<file path="src/spor_pkg.sv">
// spor_pkg: shared constants for the slot pool with oldest-slot reclaim.
// No dependencies; used by slot_pool_oldest_reclaim and spor_age_ram.
package spor_pkg;

  // Request codes carried on the op field
  localparam logic OP_ALLOC   = 1'b0;
  localparam logic OP_RELEASE = 1'b1;

  // Width of the slot fields on the ports
  localparam int unsigned SLOT_PORT_W = 4;

  // Free-slot search looks at this many active bits per cycle
  localparam int unsigned CHUNK_LG   = 4;
  localparam int unsigned CHUNK_BITS = 1 << CHUNK_LG;

  // Read latency of the age list memory, in cycles
  localparam int unsigned RAM_RD_LAT = 1;

endpackage

</file>
<file path="src/spor_age_ram.sv">
// spor_age_ram: one-write, one-read synchronous memory for the age list.
// Registered read data (read register sized by spor_pkg::RAM_RD_LAT).
module spor_age_ram #(
  parameter int unsigned DEPTH = 16,
  parameter int unsigned AW    = 4,
  parameter int unsigned DW    = 4
) (
  input  logic          clk,
  input  logic          wr_en,
  input  logic [AW-1:0] wr_addr,
  input  logic [DW-1:0] wr_data,
  input  logic [AW-1:0] rd_addr,
  output logic [DW-1:0] rd_data
);

  logic [DW-1:0] mem [DEPTH];
  logic [DW-1:0] rd_data_r [spor_pkg::RAM_RD_LAT];

  // Write port
  always_ff @(posedge clk) begin
    if (wr_en) begin
      mem[wr_addr] <= wr_data;
    end
  end

  // Read port, data registered
  always_ff @(posedge clk) begin
    rd_data_r[0] <= mem[rd_addr];
  end

  assign rd_data = rd_data_r[0];

endmodule

</file>
<file path="src/slot_pool_oldest_reclaim.sv">
// slot_pool_oldest_reclaim: slot pool with active bits and an age-ordered grant list.
// Depends on spor_pkg and spor_age_ram (the age list, kept as a circular buffer).
//
//   channel | ports                                   | direction
//   --------+-----------------------------------------+----------
//   in      | in_valid, in_stall, in_op, in_slot_in   | request
//   out     | out_valid, out_stall, out_slot_out,     | response
//           | out_granted, out_recycled               |
//
// Allocate passes S_FIND once per 16-slot group scanned for a free slot, then S_DONE;
// a reclaim (pool full) passes S_RECL, then S_DONE. Release of a listed slot walks the list
// through the single memory read port in S_REL; other releases go straight to S_DONE.
// Synchronous active-low reset empties the pool; the list memory needs no clearing.
// A new request is taken once the previous one is parked in the output register,
// so out_stall only holds back a request after the one still waiting.
module slot_pool_oldest_reclaim #(
  parameter int unsigned POOL_SLOTS = 16
) (
  input  logic       clk,
  input  logic       rst_n,
  input  logic       in_valid,
  output logic       in_stall,
  input  logic       in_op,
  input  logic [3:0] in_slot_in,
  output logic       out_valid,
  input  logic       out_stall,
  output logic [3:0] out_slot_out,
  output logic       out_granted,
  output logic       out_recycled
);

  localparam int unsigned SLOT_W   = (POOL_SLOTS > 1) ? $clog2(POOL_SLOTS) : 1;
  localparam int unsigned CNT_W    = $clog2(POOL_SLOTS + 1);
  localparam int unsigned NCHUNK   =
    (POOL_SLOTS + spor_pkg::CHUNK_BITS - 1) / spor_pkg::CHUNK_BITS;
  localparam int unsigned CH_W     = (NCHUNK > 1) ? $clog2(NCHUNK) : 1;
  localparam int unsigned PAD_BITS = NCHUNK * spor_pkg::CHUNK_BITS;
  localparam int unsigned PW       = spor_pkg::SLOT_PORT_W;

  localparam logic [2:0] S_IDLE = 3'd0;
  localparam logic [2:0] S_FIND = 3'd1;
  localparam logic [2:0] S_RECL = 3'd2;
  localparam logic [2:0] S_REL  = 3'd3;
  localparam logic [2:0] S_DONE = 3'd4;

  logic [2:0]            state_r, state_nxt;
  logic [POOL_SLOTS-1:0] active_r, active_nxt;
  logic [CNT_W-1:0]      count_r, count_nxt;
  logic [SLOT_W-1:0]     head_r, head_nxt;
  logic [SLOT_W-1:0]     off_r, off_nxt;
  logic [CH_W-1:0]       chunk_r, chunk_nxt;
  logic                  found_r, found_nxt;
  logic [SLOT_W-1:0]     req_idx_r, req_idx_nxt;
  logic [PW-1:0]         res_slot_r, res_slot_nxt;
  logic                  res_granted_r, res_granted_nxt;
  logic                  res_recycled_r, res_recycled_nxt;
  logic                  out_valid_r, out_valid_nxt;
  logic [PW-1:0]         out_slot_r, out_slot_nxt;
  logic                  out_granted_r, out_granted_nxt;
  logic                  out_recycled_r, out_recycled_nxt;

  logic                  ram_we;
  logic [SLOT_W-1:0]     ram_wr_addr;
  logic [SLOT_W-1:0]     ram_wr_data;
  logic [SLOT_W-1:0]     ram_rd_addr;
  logic [SLOT_W-1:0]     ram_rd_data;

  logic [PAD_BITS-1:0]             active_pad;
  logic [spor_pkg::CHUNK_BITS-1:0] free_vec;
  logic [spor_pkg::CHUNK_LG-1:0]   pick_idx;
  logic                            pick_hit;
  logic [SLOT_W-1:0]               pick_slot;
  logic [SLOT_W-1:0]               in_idx;
  logic                            in_range;
  logic [CNT_W-1:0]                count_m1;
  logic                            accept;
  logic                            out_free;

  // Add a list offset to a physical position, wrapping around the pool
  function automatic logic [SLOT_W-1:0] wrap_add(input logic [SLOT_W-1:0] base,
                                                 input logic [SLOT_W-1:0] ofs);
    logic [SLOT_W:0] sum;
    sum = {1'b0, base} + {1'b0, ofs};
    if (sum >= (SLOT_W+1)'(POOL_SLOTS)) begin
      sum = sum - (SLOT_W+1)'(POOL_SLOTS);
    end
    return sum[SLOT_W-1:0];
  endfunction

  spor_age_ram #(
    .DEPTH (POOL_SLOTS),
    .AW    (SLOT_W),
    .DW    (SLOT_W)
  ) u_age_ram (
    .clk     (clk),
    .wr_en   (ram_we),
    .wr_addr (ram_wr_addr),
    .wr_data (ram_wr_data),
    .rd_addr (ram_rd_addr),
    .rd_data (ram_rd_data)
  );

  assign in_stall     = (state_r != S_IDLE);
  assign accept       = in_valid && (state_r == S_IDLE);
  assign out_free     = !out_valid_r || !out_stall;
  assign out_valid    = out_valid_r;
  assign out_slot_out = out_slot_r;
  assign out_granted  = out_granted_r;
  assign out_recycled = out_recycled_r;

  assign in_idx   = SLOT_W'(in_slot_in);
  assign in_range = (32'(in_slot_in) < 32'(POOL_SLOTS));
  assign count_m1 = count_r - CNT_W'(1);

  // Pad the active bits to whole groups; slots past the pool read as taken
  always_comb begin
    active_pad = '1;
    active_pad[POOL_SLOTS-1:0] = active_r;
  end

  // Lowest free slot within the current group
  always_comb begin
    free_vec = ~active_pad[chunk_r * spor_pkg::CHUNK_BITS +: spor_pkg::CHUNK_BITS];
    pick_idx = '0;
    pick_hit = 1'b0;
    for (int b = spor_pkg::CHUNK_BITS - 1; b >= 0; b--) begin
      if (free_vec[b]) begin
        pick_idx = spor_pkg::CHUNK_LG'(b);
        pick_hit = 1'b1;
      end
    end
    pick_slot = SLOT_W'({chunk_r, pick_idx});
  end

  // Request sequencer
  always_comb begin
    state_nxt        = state_r;
    active_nxt       = active_r;
    count_nxt        = count_r;
    head_nxt         = head_r;
    off_nxt          = off_r;
    chunk_nxt        = chunk_r;
    found_nxt        = found_r;
    req_idx_nxt      = req_idx_r;
    res_slot_nxt     = res_slot_r;
    res_granted_nxt  = res_granted_r;
    res_recycled_nxt = res_recycled_r;
    out_valid_nxt    = out_valid_r;
    out_slot_nxt     = out_slot_r;
    out_granted_nxt  = out_granted_r;
    out_recycled_nxt = out_recycled_r;
    ram_we           = 1'b0;
    ram_wr_addr      = '0;
    ram_wr_data      = '0;
    ram_rd_addr      = head_r;

    // Drop the output beat once taken
    if (out_valid_r && !out_stall) begin
      out_valid_nxt = 1'b0;
    end

    unique case (state_r)
      S_IDLE: begin
        if (accept) begin
          res_recycled_nxt = 1'b0;
          res_granted_nxt  = 1'b0;
          if (in_op == spor_pkg::OP_ALLOC) begin
            res_slot_nxt = '0;
            chunk_nxt    = '0;
            if (count_r == CNT_W'(POOL_SLOTS)) begin
              state_nxt = S_RECL;
            end else begin
              state_nxt = S_FIND;
            end
          end else begin
            res_slot_nxt = in_slot_in;
            req_idx_nxt  = in_idx;
            off_nxt      = '0;
            found_nxt    = 1'b0;
            if (!in_range) begin
              state_nxt = S_DONE;
            end else begin
              active_nxt[in_idx] = 1'b0;
              if (active_r[in_idx]) begin
                state_nxt = S_REL;
              end else begin
                state_nxt = S_DONE;
              end
            end
          end
        end
      end

      S_FIND: begin
        if (pick_hit) begin
          active_nxt[pick_slot] = 1'b1;
          ram_we          = 1'b1;
          ram_wr_addr     = wrap_add(head_r, SLOT_W'(count_r));
          ram_wr_data     = pick_slot;
          count_nxt       = count_r + CNT_W'(1);
          res_slot_nxt    = PW'(pick_slot);
          res_granted_nxt = 1'b1;
          state_nxt       = S_DONE;
        end else if (chunk_r == CH_W'(NCHUNK - 1)) begin
          state_nxt = S_DONE;
        end else begin
          chunk_nxt = chunk_r + CH_W'(1);
        end
      end

      S_RECL: begin
        // Full list: the oldest moves to the tail by advancing the head
        res_slot_nxt     = PW'(ram_rd_data);
        res_granted_nxt  = 1'b1;
        res_recycled_nxt = 1'b1;
        head_nxt         = wrap_add(head_r, SLOT_W'(1));
        state_nxt        = S_DONE;
      end

      S_REL: begin
        // Walk the list; after the match, shift each later entry down one
        found_nxt = found_r || (ram_rd_data == req_idx_r);
        if (found_r) begin
          ram_we      = 1'b1;
          ram_wr_addr = wrap_add(head_r, off_r - SLOT_W'(1));
          ram_wr_data = ram_rd_data;
        end
        if (off_r == SLOT_W'(count_m1)) begin
          if (found_nxt) begin
            count_nxt = count_m1;
          end
          res_granted_nxt = found_nxt;
          state_nxt       = S_DONE;
        end else begin
          off_nxt     = off_r + SLOT_W'(1);
          ram_rd_addr = wrap_add(head_r, off_r + SLOT_W'(1));
        end
      end

      S_DONE: begin
        if (out_free) begin
          out_valid_nxt    = 1'b1;
          out_slot_nxt     = res_slot_r;
          out_granted_nxt  = res_granted_r;
          out_recycled_nxt = res_recycled_r;
          state_nxt        = S_IDLE;
        end
      end

      default: begin
        state_nxt = S_IDLE;
      end
    endcase
  end

  // Control state
  always_ff @(posedge clk) begin
    if (!rst_n) begin
      state_r     <= S_IDLE;
      active_r    <= '0;
      count_r     <= '0;
      head_r      <= '0;
      out_valid_r <= 1'b0;
    end else begin
      state_r     <= state_nxt;
      active_r    <= active_nxt;
      count_r     <= count_nxt;
      head_r      <= head_nxt;
      out_valid_r <= out_valid_nxt;
    end
  end

  // Working and result payload
  always_ff @(posedge clk) begin
    off_r          <= off_nxt;
    chunk_r        <= chunk_nxt;
    found_r        <= found_nxt;
    req_idx_r      <= req_idx_nxt;
    res_slot_r     <= res_slot_nxt;
    res_granted_r  <= res_granted_nxt;
    res_recycled_r <= res_recycled_nxt;
    out_slot_r     <= out_slot_nxt;
    out_granted_r  <= out_granted_nxt;
    out_recycled_r <= out_recycled_nxt;
  end

endmodule

</file>
<file path="config.mk">
export PLATFORM = sky130hd
export DESIGN_NAME = slot_pool_oldest_reclaim
export DESIGN_NICKNAME = d
export VERILOG_FILES = /design/src/spor_pkg.sv /design/src/spor_age_ram.sv /design/src/slot_pool_oldest_reclaim.sv
export SDC_FILE = /design/constraint.sdc
export NUM_CORES = 1
export LEC_CHECK = 0
export BUFFER_PORTS_ARGS = -buffer_cell sky130_fd_sc_hd__buf_2
export CORE_MARGIN = 1
export CORE_UTILIZATION = 35
export CTS_BUF_LIST = sky130_fd_sc_hd__clkbuf_4 sky130_fd_sc_hd__clkbuf_8
export DETAILED_ROUTE_END_ITERATION = 10
export PLACE_DENSITY = 0.6
export SLEW_MARGIN = 20
export SYNTH_ARGS = -nofsm -noshare
export SYNTH_HDL_FRONTEND = slang
export SYNTH_SLANG_ARGS = --single-unit
</file>
<file path="constraint.sdc">
create_clock -name clk -period 4.1 [get_ports clk]
set_input_delay 0.205 -clock clk [delete_from_list [all_inputs] [get_ports clk]]
set_output_delay 0.205 -clock clk [all_outputs]
set_load 0.005 [all_outputs]
</file>
==> results.sh, run 1 <==
export IMPL_worst_setup_path_start_kind="flip-flop"
export IMPL_fin_ws_ps=888
export IMPL_synth_xor_area_share_pct=4.77
export IMPL_netlist_top_cell_by_area="sky130_fd_sc_hd__edfxtp_1"
export IMPL_globalplace_congestion=0.879
export IMPL_max_slew_worst_pin_slew_ps=806
export IMPL_top_area_cells_in_the_synthesized_netlist="sky130_fd_sc_hd__edfxtp_1 (43%), sky130_fd_sc_hd__dfxtp_1 (11%), sky130_fd_sc_hd__nand2_1 (5.4%)"
export IMPL_leakage_nw=2.42
export IMPL_post_synth_inst_count=533
export IMPL_postPlaceCellArea_um2=6130
export IMPL_post_route_cells_drive_above_1_share_pct=12.5
export IMPL_max_clock_freq_ghz=0.311
export IMPL_finalWirelength_um=13500
export IMPL_synth_edff_count=85
export IMPL_cts_setup_buffers=0
export IMPL_grt_antenna_before_repair=0
export IMPL_postLayoutCellArea_um2=6680
export IMPL_setup_viol=0
export IMPL_via_per_inst=5.44
export IMPL_grt_pass1_vias=4164
export IMPL_yosys_warnings=0
export IMPL_whs_path_depth=3
export IMPL_cts_max_level=4
export IMPL_row_count=46
export IMPL_pin_count=17
export IMPL_run_status="complete, no violations"
export IMPL_grt_util_all_layers_pct=16.2
export IMPL_synthFlopType="sky130_fd_sc_hd__edfxtp_1"
export IMPL_syn_area_per_cell_um2=11.0
export IMPL_grt_setup_unrepaired="no"
export IMPL_numCtsBuffers=17
export IMPL_route_detailed_drc=0
export IMPL_floorplan_die_height_um=132
export IMPL_placement_io_buffers=16
export IMPL_drt_iter0_markers=468
export IMPL_postCtsResizedCells=0
export IMPL_post_route_min_period_ps=3210
export IMPL_muxShareOfSynthArea_pct=2.58
export IMPL_worst_skew_pair_late_latency_ps=440
export IMPL_worst_endpoint_required_ps=4480
export IMPL_setup_tns_final_ps=0
export IMPL_globalRouteOverflowTotal=0
export IMPL_pin_count_of_the_biggest_net_entering_global_routing=33
export IMPL_power_density_cell_area_nw_per_um2=441
export IMPL_cts_max_path_buffers=2
export IMPL_wire_length_of_the_first_global_routing_pass_um=21800
export IMPL_finalHoldViolations=0
export IMPL_arrival_ps=3590
export IMPL_cts_tree="built"
export IMPL_num_nets_final=574
export IMPL_ys_types=58
export IMPL_compound_gate_fraction_of_synth_area_pct=16.1
export IMPL_yosys_area_share_simple_pct=14.3
export IMPL_cts_hold_buffers=0
export IMPL_reg2reg_depth=11
export IMPL_async_reset_ff_share_pct=0
export IMPL_post_synth_instance_area_um2=5870
export IMPL_period_share_pct=78.3
export IMPL_worstSetupPathType="reg2reg"
export IMPL_cp_end_kind="flip-flop"
export IMPL_adder_and_majority_cell_fraction_of_the_synthesized_area_pct=4.01
export IMPL_dieArea_um2=17300
export IMPL_master_cell_of_the_clock_root_buffer="sky130_fd_sc_hd__clkbuf_8"
export IMPL_worst_case_register_to_register_setup_slack_ps=890
export IMPL_worst_setup_hold_path_clk_slew_ps=70
export IMPL_drtAntennaViolNets=0
export IMPL_hold_path_class="in2reg"
export IMPL_crit_fanout=32
export IMPL_timing_max_transition_violations_final=0
export IMPL_die_width_um=132
export IMPL_floorplan_initialDensity_pct=36.4
export IMPL_worst_slew_margin_rel_pct=46.0
export IMPL_synth_yosys_seq_area_share_pct=54.7
export IMPL_detail_route_wl_per_cell_um=17.3
export IMPL_max_cap_violations=0
export IMPL_cts_num_sinks=118
export IMPL_design_core_area_um2=16100
export IMPL_syn2layout_area_growth_pct=13.7
export IMPL_synth_top_family_by_area="compound AO/OA/AOI/OAI gates"
export IMPL_synth_nets=559
export IMPL_num_antenna_cells=0
export IMPL_post_dp_hpwl_um=9330
export IMPL_dpl_worst_slack_ps=965
export IMPL_synth_seq_cells=118
export IMPL_final_fill_count=1561
export IMPL_max_vdd_ir_drop_uv=250
export IMPL_via_count=4223
export IMPL_synth_largest_type_area_fraction_pct=43.5
export IMPL_fin_worst_skew_ps=12.0
export IMPL_number_of_iterations_in_the_first_detailed_routing_pass=5
==> cell usage after synthesis (4+ instances only) <==
library cell and instances:
sky130_fd_sc_hd__nor3_1 4, sky130_fd_sc_hd__a21oi_1 26, sky130_fd_sc_hd__o21ai_0 25, sky130_fd_sc_hd__inv_1 18, sky130_fd_sc_hd__a21boi_0 7, sky130_fd_sc_hd__clkbuf_1 13, sky130_fd_sc_hd__o211ai_1 7, sky130_fd_sc_hd__nand3_1 10
sky130_fd_sc_hd__a32o_1 8, sky130_fd_sc_hd__buf_2 4, sky130_fd_sc_hd__nor2_1 36, sky130_fd_sc_hd__xor2_1 9, sky130_fd_sc_hd__o311ai_0 6, sky130_fd_sc_hd__and2_1 12, sky130_fd_sc_hd__a32oi_1 8, sky130_fd_sc_hd__a21o_1 7
sky130_fd_sc_hd__nand2_1 85, sky130_fd_sc_hd__a21oi_2 4, sky130_fd_sc_hd__dfxtp_1 33, sky130_fd_sc_hd__buf_6 4, sky130_fd_sc_hd__nand4_1 8, sky130_fd_sc_hd__xnor2_1 23, sky130_fd_sc_hd__nor2b_1 9, sky130_fd_sc_hd__ha_1 14
sky130_fd_sc_hd__mux4_2 5, sky130_fd_sc_hd__edfxtp_1 85, sky130_fd_sc_hd__o22ai_1 6, sky130_fd_sc_hd__nand2b_1 6, sky130_fd_sc_hd__a221o_1 5
==> cells in the final DEF (no fill, tap or decap), drive strengths merged, types with 4 or more instances in the layout <==
| cell type | n |
|---|---|
| clkinv | 4 |
| xnor2 | 23 |
| o22ai | 6 |
| clkbuf | 18 |
| ha | 14 |
| inv | 18 |
| o21ai | 26 |
| a21boi | 7 |
| nand3 | 10 |
| a221o | 5 |
| nor2b | 9 |
| nor3 | 5 |
| nand2b | 6 |
| mux4 | 5 |
| edfxtp | 85 |
| dfxtp | 33 |
| nand4 | 8 |
| a32o | 8 |
| a32oi | 8 |
| buf | 22 |
| a21o | 7 |
| bufinv | 9 |
| a21oi | 30 |
| o311ai | 6 |
| nor2 | 36 |
| o211ai | 7 |
| nand2 | 85 |
| xor2 | 9 |
| and2 | 12 |
==> sequential cells by signal, indices dropped and copies added (netlist names), 3 cells and up <==
name / count
req_idx_r: 4
count_r: 5
state_r: 3
head_r: 4
out_slot_out: 4
res_slot_r: 4
off_r: 4
u_age_ram.mem: 64
u_age_ram.rd_data_r: 4
active_pad: 16
==> layout make-up <==
class | instances | area, µm² | share of cell area [%]
inverters | 18 | 67.6 | 1.01
repair buffers | 22 | 125 | 1.87
flip-flops and latches | 118 | 3210 | 48.1
clock inverters | 14 | 302 | 4.51
multi-input cells | 371 | 2450 | 36.7
well taps | 216 | 270 | 4.05
clock buffers | 18 | 248 | 3.71
==> layer usage <==
metal / GRT usage [%] / wire length [µm] / vias to the layer above / share of wire, %
li1: - / - / 2004 / -
met1: 21.4 / 6030 / 2036 / 45
met2: 25.8 / 6430 / 171 / 48
met3: 3.86 / 867 / 12 / 6.4
met4: 5.75 / 138 / 0 / 1.0
met5: 0 / 0 / - / 0
==> where the power goes <==
group | total, mW | internal (mW) | switching (mW)
Clock | 1.46 | 0.983 | 0.480
Combinational | 0.162 | 0.0604 | 0.102
Sequential | 1.32 | 1.30 | 0.0212
Total | 2.94 | 2.34 | 0.603
==> metrics by stage <==
stage	total power [mW]	utilization (%)	std cells	hold slack, ps
after CTS	2.96	41.4	777	22.8
after detailed placement	1.50	38.0	745	405
after global placement	1.50	38.0	745	402
final	2.94	41.4	777	50.6
after global routing	3.03	41.4	777	37.5
after floorplan	1.45	-	533	304
==> final timing paths <==
path	endpoint	start
max	u_age_ram.rd_data_r[0][3]	count_r[0]
min	state_r[2]	in_valid
max reg2reg	u_age_ram.rd_data_r[0][3]	count_r[0]
min reg2reg	out_recycled	res_recycled_r
==> critical path, cell delays in order, from the launching register on <==
cell and delay, ps:
sky130_fd_sc_hd__dfxtp_1 560, sky130_fd_sc_hd__inv_1 120, sky130_fd_sc_hd__ha_1 370, sky130_fd_sc_hd__xnor2_1 170, sky130_fd_sc_hd__o41ai_4 320, sky130_fd_sc_hd__buf_4 260, sky130_fd_sc_hd__mux2i_2 220, sky130_fd_sc_hd__buf_4 330
sky130_fd_sc_hd__nand2_1 100, sky130_fd_sc_hd__a32o_1 280, sky130_fd_sc_hd__o22ai_1 230, sky130_fd_sc_hd__a221o_1 170
==> kinds of logic after synthesis <==
| family | Yosys count |
|---|---|
| and+or+nand+nor | 182 |
| AOI/OAI and AO/OA | 132 |
| DFF | 118 |
| buffers and inverters | 44 |
| xor gates and xnor gates | 32 |
| adders and majority gates | 17 |
| muxes | 8 |
Power figures use the tool's default switching activity.
==> run 2: changes to the inputs <==
--- a/config.mk
+++ b/config.mk
@@ -5,12 +5,13 @@
 export SDC_FILE = /design/constraint.sdc
 export NUM_CORES = 1
 export LEC_CHECK = 0
+export ABC_AREA = 1
 export BUFFER_PORTS_ARGS = -buffer_cell sky130_fd_sc_hd__buf_2
 export CORE_MARGIN = 1
 export CORE_UTILIZATION = 35
 export CTS_BUF_LIST = sky130_fd_sc_hd__clkbuf_4 sky130_fd_sc_hd__clkbuf_8
 export DETAILED_ROUTE_END_ITERATION = 10
-export PLACE_DENSITY = 0.6
+export PLACE_DENSITY = 0.62
 export SLEW_MARGIN = 20
 export SYNTH_ARGS = -nofsm -noshare
 export SYNTH_HDL_FRONTEND = slang
==> constraint.sdc (replaced) <==
create_clock -name clk -period 2.9 [get_ports clk]
set_input_delay 0.145 -clock clk [delete_from_list [all_inputs] [get_ports clk]]
set_output_delay 0.145 -clock clk [all_outputs]
set_load 0.005 [all_outputs]
==> run 2 against run 1 <==
Utilization down 1.2 points; clock skew is 0.66 ps higher; register-to-register slack lost 690 ps; sequential cell count stayed put; clock-buffer cell count grew 6; fmax is 19% higher; routed wire length grew 3.9%; setup slack lost 690 ps; design area increased by 4.0%; die area is 4.7% higher; sequential power increased by 41%; critical endpoint is now u_age_ram.mem[7][2]; largest power group is now registers.
==> results.sh, run 2 <==
export IMPL_run_status="complete, no violations"
export IMPL_post_synth_instance_area_um2=6150
export IMPL_yosys_warnings=0
export IMPL_post_route_min_period_ps=2700
export IMPL_total_power_mw=3.54
export IMPL_async_reset_ff_share_pct=0
export IMPL_setup_viol=0
export IMPL_num_nets_final=756
export IMPL_max_ffs_per_register=64
export IMPL_globalRouteOverflowTotal=0
export IMPL_globalplace_congestion=0.904
export IMPL_worst_case_register_to_register_setup_slack_ps=200
export IMPL_post_dp_hpwl_um=9860
export IMPL_number_of_iterations_in_the_first_detailed_routing_pass=5
export IMPL_cts_max_path_buffers=2
export IMPL_finalHoldViolations=0
export IMPL_netlist_top_cell_by_area="sky130_fd_sc_hd__edfxtp_1"
export IMPL_regToRegStartpoint="off_r[1]"
export IMPL_arrival_ps=2810
export IMPL_cp_end_kind="flip-flop"
export IMPL_hold_path_class="in2reg"
export IMPL_whs_path_depth=1
export IMPL_register_with_the_most_flip_flops="u_age_ram.mem"
export IMPL_ys_types=43
export IMPL_top_area_cells_in_the_synthesized_netlist="sky130_fd_sc_hd__edfxtp_1 (41%), sky130_fd_sc_hd__dfxtp_1 (11%), sky130_fd_sc_hd__nand2_1 (10%)"
export IMPL_cts_tree="built"
export IMPL_max_slew_worst_pin_slew_ps=824
export IMPL_num_antenna_cells=0
export IMPL_design_core_area_um2=17200
export IMPL_synth_edff_count=85
export IMPL_worst_setup_path_start_kind="flip-flop"
export IMPL_drt_iter0_markers=426
export IMPL_placed_cells_incl_taps=932
export IMPL_pin_count_of_the_biggest_net_entering_global_routing=38
export IMPL_numCtsBuffers=17
export IMPL_grt_most_used_layer="met2"
export IMPL_cts_max_level=4
export IMPL_crit_fanout=4
export IMPL_max_clock_freq_ghz=0.370
export IMPL_synth_largest_type_area_fraction_pct=41.5
export IMPL_worst_setup_hold_path_clk_slew_ps=70
export IMPL_most_frequent_cells_in_the_layout="sky130_fd_sc_hd__nand2_1 (163), sky130_fd_sc_hd__inv_1 (91), sky130_fd_sc_hd__edfxtp_1 (85)"
export IMPL_syn2layout_area_growth_pct=12.8
export IMPL_synth_yosys_seq_area_share_pct=52.2
export IMPL_post_synth_inst_count=694
export IMPL_grt_pass1_vias=4763
export IMPL_groute_layer_met3_usage_pct=3.94
export IMPL_most_common_library_cell_in_the_layout_ignoring_fill_and_taps="sky130_fd_sc_hd__nand2_1"
export IMPL_worst_slew_margin_rel_pct=45.1
export IMPL_global_route_usage_met2_pct=27.6
export IMPL_reg2reg_depth=8
export IMPL_worst_endpoint_required_ps=3010
export IMPL_synth_seq_cells=118
export IMPL_grt_setup_unrepaired="no"
export IMPL_via_count=4736
export IMPL_grt_util_all_layers_pct=17.0
export IMPL_master_cell_of_the_clock_root_buffer="sky130_fd_sc_hd__clkbuf_8"
export IMPL_worstSetupPathType="reg2reg"
export IMPL_row_count=48
export IMPL_detail_route_wl_per_cell_um=14.5
export IMPL_cts_num_sinks=118
export IMPL_finalWirelength_um=14000
export IMPL_floorplan_initialDensity_pct=35.7
export IMPL_cpPeakStageDelay_ps=480
export IMPL_cpMaxStageDelayCell="sky130_fd_sc_hd__fa_1"
export IMPL_via_per_inst=4.89
export IMPL_wire_length_of_the_first_global_routing_pass_um=23400
export IMPL_placement_io_buffers=16
export IMPL_period_share_pct=93.2
export IMPL_worst_skew_pair_late_latency_ps=450
export IMPL_pin_count=17
export IMPL_route_detailed_drc=0
export IMPL_drtAntennaViolNets=0
export IMPL_syn_area_per_cell_um2=8.87
export IMPL_post_synth_top_count_cell="sky130_fd_sc_hd__nand2_1"
export IMPL_post_route_util_pct=40.3
export IMPL_die_width_um=135
export IMPL_grt_antenna_before_repair=0
export IMPL_leakage_nw=2.76
export IMPL_setup_tns_final_ps=0
export IMPL_max_vdd_ir_drop_uv=249
export IMPL_globalRouteMet1Util_pct=21.4
export IMPL_dieArea_um2=18100
export IMPL_post_route_cells_drive_above_1_share_pct=13.6
export IMPL_max_cap_violations=0
export IMPL_whs_endpoint="req_idx_r[0]"
export IMPL_origin_of_the_worst_min_delay_path="in_slot_in[0]"
export IMPL_finalNonFillerCells=968
export IMPL_hold_ws_ps=74.8
export IMPL_synth_cell_count_leaders="sky130_fd_sc_hd__nand2_1 (165), sky130_fd_sc_hd__inv_1 (91), sky130_fd_sc_hd__edfxtp_1 (85), sky130_fd_sc_hd__nor2_1 (60), sky130_fd_sc_hd__nand3_1 (54)"
export IMPL_power_density_cell_area_nw_per_um2=510
export IMPL_synthFlopType="sky130_fd_sc_hd__edfxtp_1"
export IMPL_floorplan_die_height_um=135
export IMPL_timing_max_transition_violations_final=0
export IMPL_fin_worst_skew_ps=12.7
export IMPL_r2r_end="u_age_ram.mem[7][2]"
export IMPL_timing_critical_path_cells="inv_1, ha_1, inv_1, fa_1, inv_1, o22ai_1, nand2_1, nor2_1"
export IMPL_synth_nets=720
export IMPL_worst_path_most_repeated_cell="sky130_fd_sc_hd__inv_1"
## run 2: how the worst max path moves through the flow
stage                     cells past startpoint              endpoint      from
final                                         8   u_age_ram.mem[7][2]  off_r[1]
after global routing                         11   u_age_ram.mem[1][2]  off_r[1]
after CTS                                    11   u_age_ram.mem[9][1]  off_r[1]
after detailed placement                     11  u_age_ram.mem[10][2]  off_r[1]
after global placement                       11   u_age_ram.mem[8][0]  off_r[1]
after floorplan                              11   u_age_ram.mem[0][0]  off_r[0]
## run 2: final cells by class
| type | instances | area, µm² |
|---|---|---|
| clock inverter | 8 | 76.3 |
| clock buffer | 24 | 299 |
| inverter | 98 | 368 |
| timing repair buffer | 32 | 210 |
| tap | 225 | 282 |
| fill | 1708 | 10300 |
| sequential | 118 | 3210 |
| multi-input combinational | 463 | 2490 |
## run 2: repair_timing
action	4_1_cts	5_1_grt
setup buffers	0	0
hold buffers	4	0
endpoints found under the setup margin	0	57
endpoints found under the hold margin	4	0
resized for setup	0	17
## run 2: cells by family after synthesis
logic type      after synthesis  share of synthesized area (%)
simple gates                313                           22.0
flops                       118                           52.2
compound gates              113                           10.8
buf+inv                     113                           8.01
xor+xnor                     20                           3.21
fa+ha+maj                    17                           3.82
## run 2: per-layer routing
layer  routed length (µm)  up-vias
met4                  267        0
met5                    0        -
li1                     -     2397
met1                 6470     2186
met3                  731       22
met2                 6520      131
## run 2: where the power goes
group | total, mW | leakage [nW] | internal (mW) | switching (mW)
clock | 1.41 | 0.190 | 0.765 | 0.647
combinational | 0.268 | 1.63 | 0.0898 | 0.178
sequential | 1.86 | 0.947 | 1.83 | 0.0230
## run 2: critical path: cells and delay by family (launching register included)
family / cells / cell delay [ps]
and+or+nand+nor: 2 / 660
buffers and inverters: 3 / 230
adders and majority gates: 2 / 820
AOI/OAI and AO/OA: 1 / 240
DFF: 1 / 400
## run 2: per-stage QoR
stage | setup slack (ps) | instance area (µm²)
final | 198 | 6940
after global routing | 21.2 | 6940
after CTS | 107 | 6900
after detailed placement | 100 | 6480
after global placement | 206 | 6480
after floorplan | 310 | 6150
